--- src/hw/rtl/bsc_pkg.sv ---
// Shared types and constants for the barometric sensor compensation block.
// Used by bsc_mul, bsc_div and barometric_sensor_compensation_top.
package bsc_pkg;

  localparam int unsigned WordW = 64;
  localparam int unsigned CfgIdxW = 2;

  localparam logic [CfgIdxW-1:0] CfgTempCalib = 2'd0;
  localparam logic [CfgIdxW-1:0] CfgPressA    = 2'd1;
  localparam logic [CfgIdxW-1:0] CfgPressB    = 2'd2;
  localparam logic [CfgIdxW-1:0] CfgPressC    = 2'd3;

  localparam logic KindTemp  = 1'b0;
  localparam logic KindPress = 1'b1;

  // Sequencer steps, one shared multiply each.
  localparam logic [3:0] UcTempA  = 4'd0;
  localparam logic [3:0] UcTempD  = 4'd1;
  localparam logic [3:0] UcTempT3 = 4'd2;
  localparam logic [3:0] UcSq     = 4'd3;
  localparam logic [3:0] UcP6     = 4'd4;
  localparam logic [3:0] UcP5     = 4'd5;
  localparam logic [3:0] UcP3     = 4'd6;
  localparam logic [3:0] UcP2     = 4'd7;
  localparam logic [3:0] UcP1     = 4'd8;
  localparam logic [3:0] UcScale  = 4'd9;
  localparam logic [3:0] UcP9     = 4'd10;
  localparam logic [3:0] UcQq     = 4'd11;
  localparam logic [3:0] UcP8     = 4'd12;

  typedef enum logic [5:0] {
    ST_IDLE  = 6'b000001,
    ST_ISSUE = 6'b000010,
    ST_WAIT  = 6'b000100,
    ST_DIV   = 6'b001000,
    ST_FIN   = 6'b010000,
    ST_OUT   = 6'b100000
  } seq_state_e;

  typedef struct packed {
    logic             start;
    logic [WordW-1:0] a;
    logic [WordW-1:0] b;
  } op_req_t;

  typedef struct packed {
    logic             done;
    logic [WordW-1:0] value;
  } op_rsp_t;

endpackage

--- src/hw/rtl/bsc_mul.sv ---
// 64 x 64 multiplier, product modulo 2^64, from one 32 x 32 multiplier reused across the partial products.
// Depends on bsc_pkg.
module bsc_mul (
  input  logic             clk_i,
  input  logic             rst_ni,
  input  bsc_pkg::op_req_t req_i,
  output bsc_pkg::op_rsp_t rsp_o
);

  logic [63:0] a_q, b_q, pp_q, acc_q;
  logic [1:0]  ph_q;
  logic        busy_q, done_q;
  logic [31:0] ma, mb;

  always_comb begin
    case (ph_q)
      2'd0: begin ma = a_q[31:0];  mb = b_q[31:0];  end
      2'd1: begin ma = a_q[31:0];  mb = b_q[63:32]; end
      2'd2: begin ma = a_q[63:32]; mb = b_q[31:0];  end
      default: begin ma = '0; mb = '0; end
    endcase
  end

  always_ff @(posedge clk_i or negedge rst_ni) begin
    if (!rst_ni) begin
      busy_q <= 1'b0;
      done_q <= 1'b0;
      ph_q   <= '0;
    end else begin
      done_q <= 1'b0;
      if (req_i.start) begin
        busy_q <= 1'b1;
        ph_q   <= '0;
      end else if (busy_q) begin
        ph_q <= ph_q + 2'd1;
        if (ph_q == 2'd3) begin
          busy_q <= 1'b0;
          done_q <= 1'b1;
        end
      end
    end
  end

  always_ff @(posedge clk_i) begin
    if (req_i.start) begin
      a_q <= req_i.a;
      b_q <= req_i.b;
    end else if (busy_q) begin
      pp_q <= {32'b0, ma} * {32'b0, mb};
      case (ph_q)
        2'd1:    acc_q <= pp_q;
        2'd2:    acc_q <= acc_q + {pp_q[31:0], 32'b0};
        2'd3:    acc_q <= acc_q + {pp_q[31:0], 32'b0};
        default: acc_q <= acc_q;
      endcase
    end
  end

  assign rsp_o.done  = done_q;
  assign rsp_o.value = acc_q;

endmodule

--- config.mk ---
export PLATFORM = sky130hd
export DESIGN_NAME = bsc_mul
export DESIGN_NICKNAME = d
export VERILOG_FILES = /design/src/hw/rtl/bsc_pkg.sv /design/src/hw/rtl/bsc_mul.sv
export SDC_FILE = /design/constraint.sdc
export NUM_CORES = 2
export LEC_CHECK = 0
export BUFFER_PORTS_ARGS = -buffer_cell sky130_fd_sc_hd__buf_2
export CAP_MARGIN = 20
export CORE_AREA = 2 2 297 299
export CTS_BUF_LIST = sky130_fd_sc_hd__clkbuf_4 sky130_fd_sc_hd__clkbuf_8
export DETAILED_ROUTE_END_ITERATION = 10
export DIE_AREA = 0 0 299 301
export HOLD_SLACK_MARGIN = 0.12
export PLACE_DENSITY = 0.64
export RECOVER_POWER = 50
export SYNTH_ARGS = -nofsm -noshare
export SYNTH_HDL_FRONTEND = slang
export SYNTH_SLANG_ARGS = --single-unit
--- constraint.sdc ---
create_clock -name clk_i -period 22.5 [get_ports clk_i]
set_input_delay 1.125 -clock clk_i [delete_from_list [all_inputs] [get_ports clk_i]]
set_output_delay 1.125 -clock clk_i [all_outputs]
set_load 0.02 [all_outputs]
=== Word-level counts from Yosys, hierarchy flattened ===
Index checks and enable logic that the tools add are counted.

* Logic and storage cells: 33
* Bits in registers: 260
* Output and inout bits: 65
* Input port bits: 131

* Equality and inequality tests: 3
* Multipliers: 1
* Muxes and demuxes: 11
* Reduce and logical (&&, ||, !) cells: 8
* $add $sub $neg: 2
* Bitwise gates (word level): 1

{| class="wikitable"
|+ Operators by type and width
! operator !! count
|-
| $pmux W32 S2 || 2
|-
| $pmux W64 S2 || 1
|-
| $add A64 B64 Y64 || 1
|-
| $mul A32 B32 Y64 || 1
|-
| $mux W1 || 6
|-
| $reduce_or A2 Y1 || 3
|-
| $eq A2 B2 Y1 const B || 2
|-
| $mux W2 || 2
|-
| $reduce_bool A2 Y1 || 2
|-
| $reduce_and A3 Y1 || 1
|-
| $add A2 B1 Y2 const B || 1
|-
| $eq A2 B1 Y1 const B || 1
|-
| $logic_not A2 Y1 || 1
|-
| $reduce_and A2 Y1 || 1
|-
| $not A1 Y1 || 1
|}

=== Logic depth before layout (Yosys ltp) ===
* Word-level depth: 4
* Mapped depth: 37
* Gate-level depth less buffers: 32

=== Worst setup path after synthesis ===
OpenSTA, ideal clock, no wires.

* Path kind: reg-to-reg
* Start point: register ph_q[0]
* End point: register pp_q[62], data pin
* Clock period less this slack: 9.041 ns
* Library setup time: 0.258 ns
* Data arrival time: 8.783 ns
* Buffers on the path: 5
* Slack: 13.459 ns
* Cell stages (with the launch flop): 34
* Data required time: 22.242 ns
* Cell sequence: dfrtp_1 > inv_1 > clkbuf_1 > ha_1 > or2_2 > clkbuf_1 > buf_1 > a22oi_1 > clkbuf_1 > nor2_1 > fa_1 > inv_1 > fa_1 > inv_1 > fa_1 > fa_1 > fa_1 > fa_1 > fa_1 > inv_1 > fa_1 > inv_1 > ha_1 > clkbuf_1 > nand4_1 > or3_1 > o22ai_1 > o41ai_1 > or2_1 > o21bai_2 > o31a_2 > a221oi_2 > o21ai_1 > xnor2_1

* Word-level cells in the longest chain between the ends: 4
* Elaborated cells between the ends (all ways): 8
* Classes of those cells: mul (1); eq/ne (2); mux (2); reduce/logical (3)

{| class="wikitable"
|+ RTL lines
! what !! line !! text
|-
| start, declared || bsc_mul.sv:11 || <nowiki>logic [1:0] ph_q;</nowiki>
|-
| start signal, assigned || bsc_mul.sv:35 || <nowiki>ph_q <= ph_q + 2'd1;</nowiki>
|-
| $eq A2 B1 Y1, or another cell as far along || bsc_mul.sv:16 || <nowiki>case (ph_q)</nowiki>
|-
| $reduce_or A2 Y1 (no source line) || - ||
|-
| $pmux W32 S2 || bsc_mul.sv:16 ||
|-
| $mul A32 B32 Y64 (*) || bsc_mul.sv:49 || <nowiki>pp_q <= {32'b0, ma} * {32'b0, mb};</nowiki>
|-
| end signal, assigned || bsc_mul.sv:49 ||
|-
| end, declared || bsc_mul.sv:10 || <nowiki>logic [63:0] a_q, b_q, pp_q, acc_q;</nowiki>
|}

Mark *: on every way between the ends. The rest lies on a longest branch, timed or not.
A chain may end at the register's enable or synchronous reset.

=== Worst setup path after layout ===
* Start point: register ph_q[0]
* End point: register pp_q[63], data pin

The elaborated chain is that of the path after synthesis.

==> summary.txt <==
STA
  • Worst slew pin tran: 4156 ps
  • Max frequency: 101.6 MHz
  • Tmin final: 9846 ps
  • Final TNS setup: 0 ps
  • Max-slew violation count: 202
  • Slew margin rel.: -177.1%
  • Hold WS: 307.3 ps
  • Fin. Hold Viols: 0
  • Final Setup Violations: 0
  • Clock skew: 48.94 ps
  • Period utilization: 43.76%
  • Unrepaired setup endpoints after global routing: no
  • PnR worst setup slack: 12650 ps

Status
  • Failing checks: max-capacitance violations, max-slew violations
  • Run status: complete, but fails checks

Floorplan
  • Initial Util: 49.85%
  • Die H: 301 µm
  • Area of the die: 90000 µm²
  • Core box area: 86480 µm²
  • Io pins: 196
  • Die X: 299 µm
  • Row count: 108

Worst setup path
  • Crit Path Max Fanout: 64
  • Req. time, crit path: 22910 ps
  • Crit end category: flop
  • Most common cell on crit path: fa_1
  • Slowest cell on the critical path: a22o_1
  • WP data arrival: 10260 ps
  • Critical Path Max Stage Delay: 980 ps
  • Setup CP Type: flop to flop
  • CP Launch Type: flop

Clock tree
  • Post-CTS Setup Inserts: 0
  • Clock Path Buffers: 3
  • Sink Count: 260
  • Post-CTS Hold Buffers: 0
  • CTS-repair resized insts: 0
  • CTS tree: yes
  • Inserted Clock Buffers: 45
  • CTS H-tree depth: 2
  • Clock slew at reported path FFs: 60 ps
  • Clk Tree Root Cell: clkbuf_8
  • Clk Latency, worst-skew pair: 680 ps

Yosys
  • Ys flop type: edfxtp_1
  • Main area contributors after synthesis: fa_1 42%, edfxtp_1 18%, ha_1 8.6%
  • Seq/Total Area, Yosys: 18.06%
  • Yosys synthesis warning count: 0
  • Post-synthesis cell type count: 79
  • Syn Inst Count: 4481
  • Post-synth EDFFs: 256
  • Mapped Avg Cell Area: 9.621 µm²
  • Synth Register Bits: 260
  • Post-synth top area cell: fa_1
  • Post-synth ARST share: 1.538%
  • Top-area cell type share of the netlist area: 41.65%
  • Cell Area, Synth: 43110 µm²
  • Synth Net Count: 5807

Layout
  • Ratio of cells with drive above 1 in the final layout: 8.326%
  • Final nets: 5897
  • Fill count: 7993
  • Syn-to-layout area delta: 7.201%

Detailed routing
  • Via Count: 33108
  • DR DRC count: 0
  • Drt initial violations: 3292
  • Vias per std cell: 5.747
  • Final ANT Viol Nets: 0
  • Avg WL per Cell: 24.71 µm
  • Pre-antenna DRT Iters: 6
  • WL final: 142400 µm

Global routing
  • GRT Total Usage: 32.20%
  • Initial antenna violation count: 5
  • First-pass GRT wire length: 211900 µm
  • Largest net degree at the start of global routing: 72
  • Vias in the first global route: 34404
  • Gr ovfl total: 0

Placed design
  • Post-DP HPWL: 109900 µm
  • GPL Wtd Cong: 0.9668
  • Count of input and output buffers: 195
  • Pre-CTS WS: 12760 ps

Job
  • Max Cap Viol: 3

Min path
  • Class of the worst hold path: input port to asynchronous set/reset pin
## sequential cells by signal, summed over array words and instances, names as in the netlist
signal and flops:
a_q 64, pp_q 64, busy_q 1, b_q 64, ph_q 2, acc_q 64
done_q 1
## routing by layer
metal  vias up  global-route usage, %  wire length (µm)
li1      13855                      -                 -
met1     16571                  40.52             51600
met2      2070                  49.41             63530
met3       610                  10.21             17610
met4         2                  18.01              9580
met5         -                 0.3704                50
## cell usage after synthesis, drive strengths merged (3+ instances only)
| master | number |
|---|---|
| buf | 10 |
| and2 | 35 |
| or2 | 33 |
| xor2 | 39 |
| o211ai | 6 |
| ha | 298 |
| nor3 | 20 |
| nor2b | 11 |
| clkbuf | 228 |
| a31oi | 18 |
| nand4 | 22 |
| o21ai | 62 |
| nor4 | 4 |
| a2111oi | 3 |
| or3 | 3 |
| dfrtp | 4 |
| a21boi | 3 |
| nor2 | 678 |
| edfxtp | 256 |
| a22o | 32 |
| a21oi | 106 |
| nand2b | 9 |
| o31a | 3 |
| inv | 894 |
| o31ai | 11 |
| o21a | 7 |
| xnor2 | 51 |
| nand2 | 532 |
| fa | 897 |
| a21o | 65 |
| a211oi | 15 |
| nand3 | 14 |
| a22oi | 63 |
| and3 | 5 |
| a211o | 6 |
| o21bai | 8 |
## path summary, 6_finish.rpt
| path | start | to | slack (ps) | depth (start not counted) |
|---|---|---|---|---|
| setup / recovery | ph_q[0] | pp_q[63] | 12650 | 30 |
| hold / removal | rst_ni | ph_q[0] | 310 | 1 |
| setup reg to reg | ph_q[0] | pp_q[63] | 12650 | 30 |
| hold reg to reg | pp_q[62] | acc_q[62] | 530 | 2 |
| max in group asynchronous | rst_ni | ph_q[1] | 22000 | 1 |
| min in group clk_i | pp_q[62] | acc_q[62] | 530 | 2 |
## layout make-up
cell class                      count  area [µm²]  share of cell area, %
Multi-Input combinational cell   3089       31130                  67.35
Sequential cell                   260        7787                  16.85
Inverter                          894        3356                  7.261
Timing Repair Buffer              281        1603                  3.468
Tap cell                         1155        1445                  3.127
Clock buffer                       58       716.9                  1.551
Clock inverter                     18       166.4                 0.3601
Antenna cell                        6       15.01                0.03249
## placed cells by master, fill, tap and decap left out, drive strengths merged, types with 33 or more instances in the layout
cell	Yosys	layout
clkbuf	228	94
xnor2	51	51
a21oi	106	106
inv	894	894
nand2	532	532
ha	298	298
nor2	678	678
a21o	65	65
a22oi	63	63
or2	33	33
edfxtp	256	256
o21ai	62	62
and2	35	35
xor2	39	39
fa	897	897
buf	10	245
## kinds of logic after synthesis
kind of cell    after synthesis  share of synthesized area (%)
simple gates               1374                          12.86
fa+ha+maj                  1195                          50.30
buf+inv                    1132                          9.888
compound gates              429                          7.038
flops                       260                          18.06
xor+xnor                     90                          1.828
mux                           1                        0.02322
## metrics by stage
stage / instances / area [µm²] / utilization [%]
final: 5761 / 46220 / 53.44
after global routing: 5757 / 46210 / 53.43
after CTS: 5754 / 46240 / 53.47
after detailed placement: 5678 / 45360 / 52.45
after global placement: 5675 / 45310 / 52.39
after floorplan: 4481 / 43110 / -
## critical path, delay by kind of cell, from the launching register on
kind	cells	cell delay [ps]
adders and majority gates	10	4530
xor gates and xnor gates	1	150
DFF	1	420
AOI/OAI and AO/OA	8	2710
and+or+nand+nor	4	770
buffers and inverters	7	1010
Power is not shown: default switching activity piles up to over one toggle a cycle in this logic, so the estimate is an artifact.
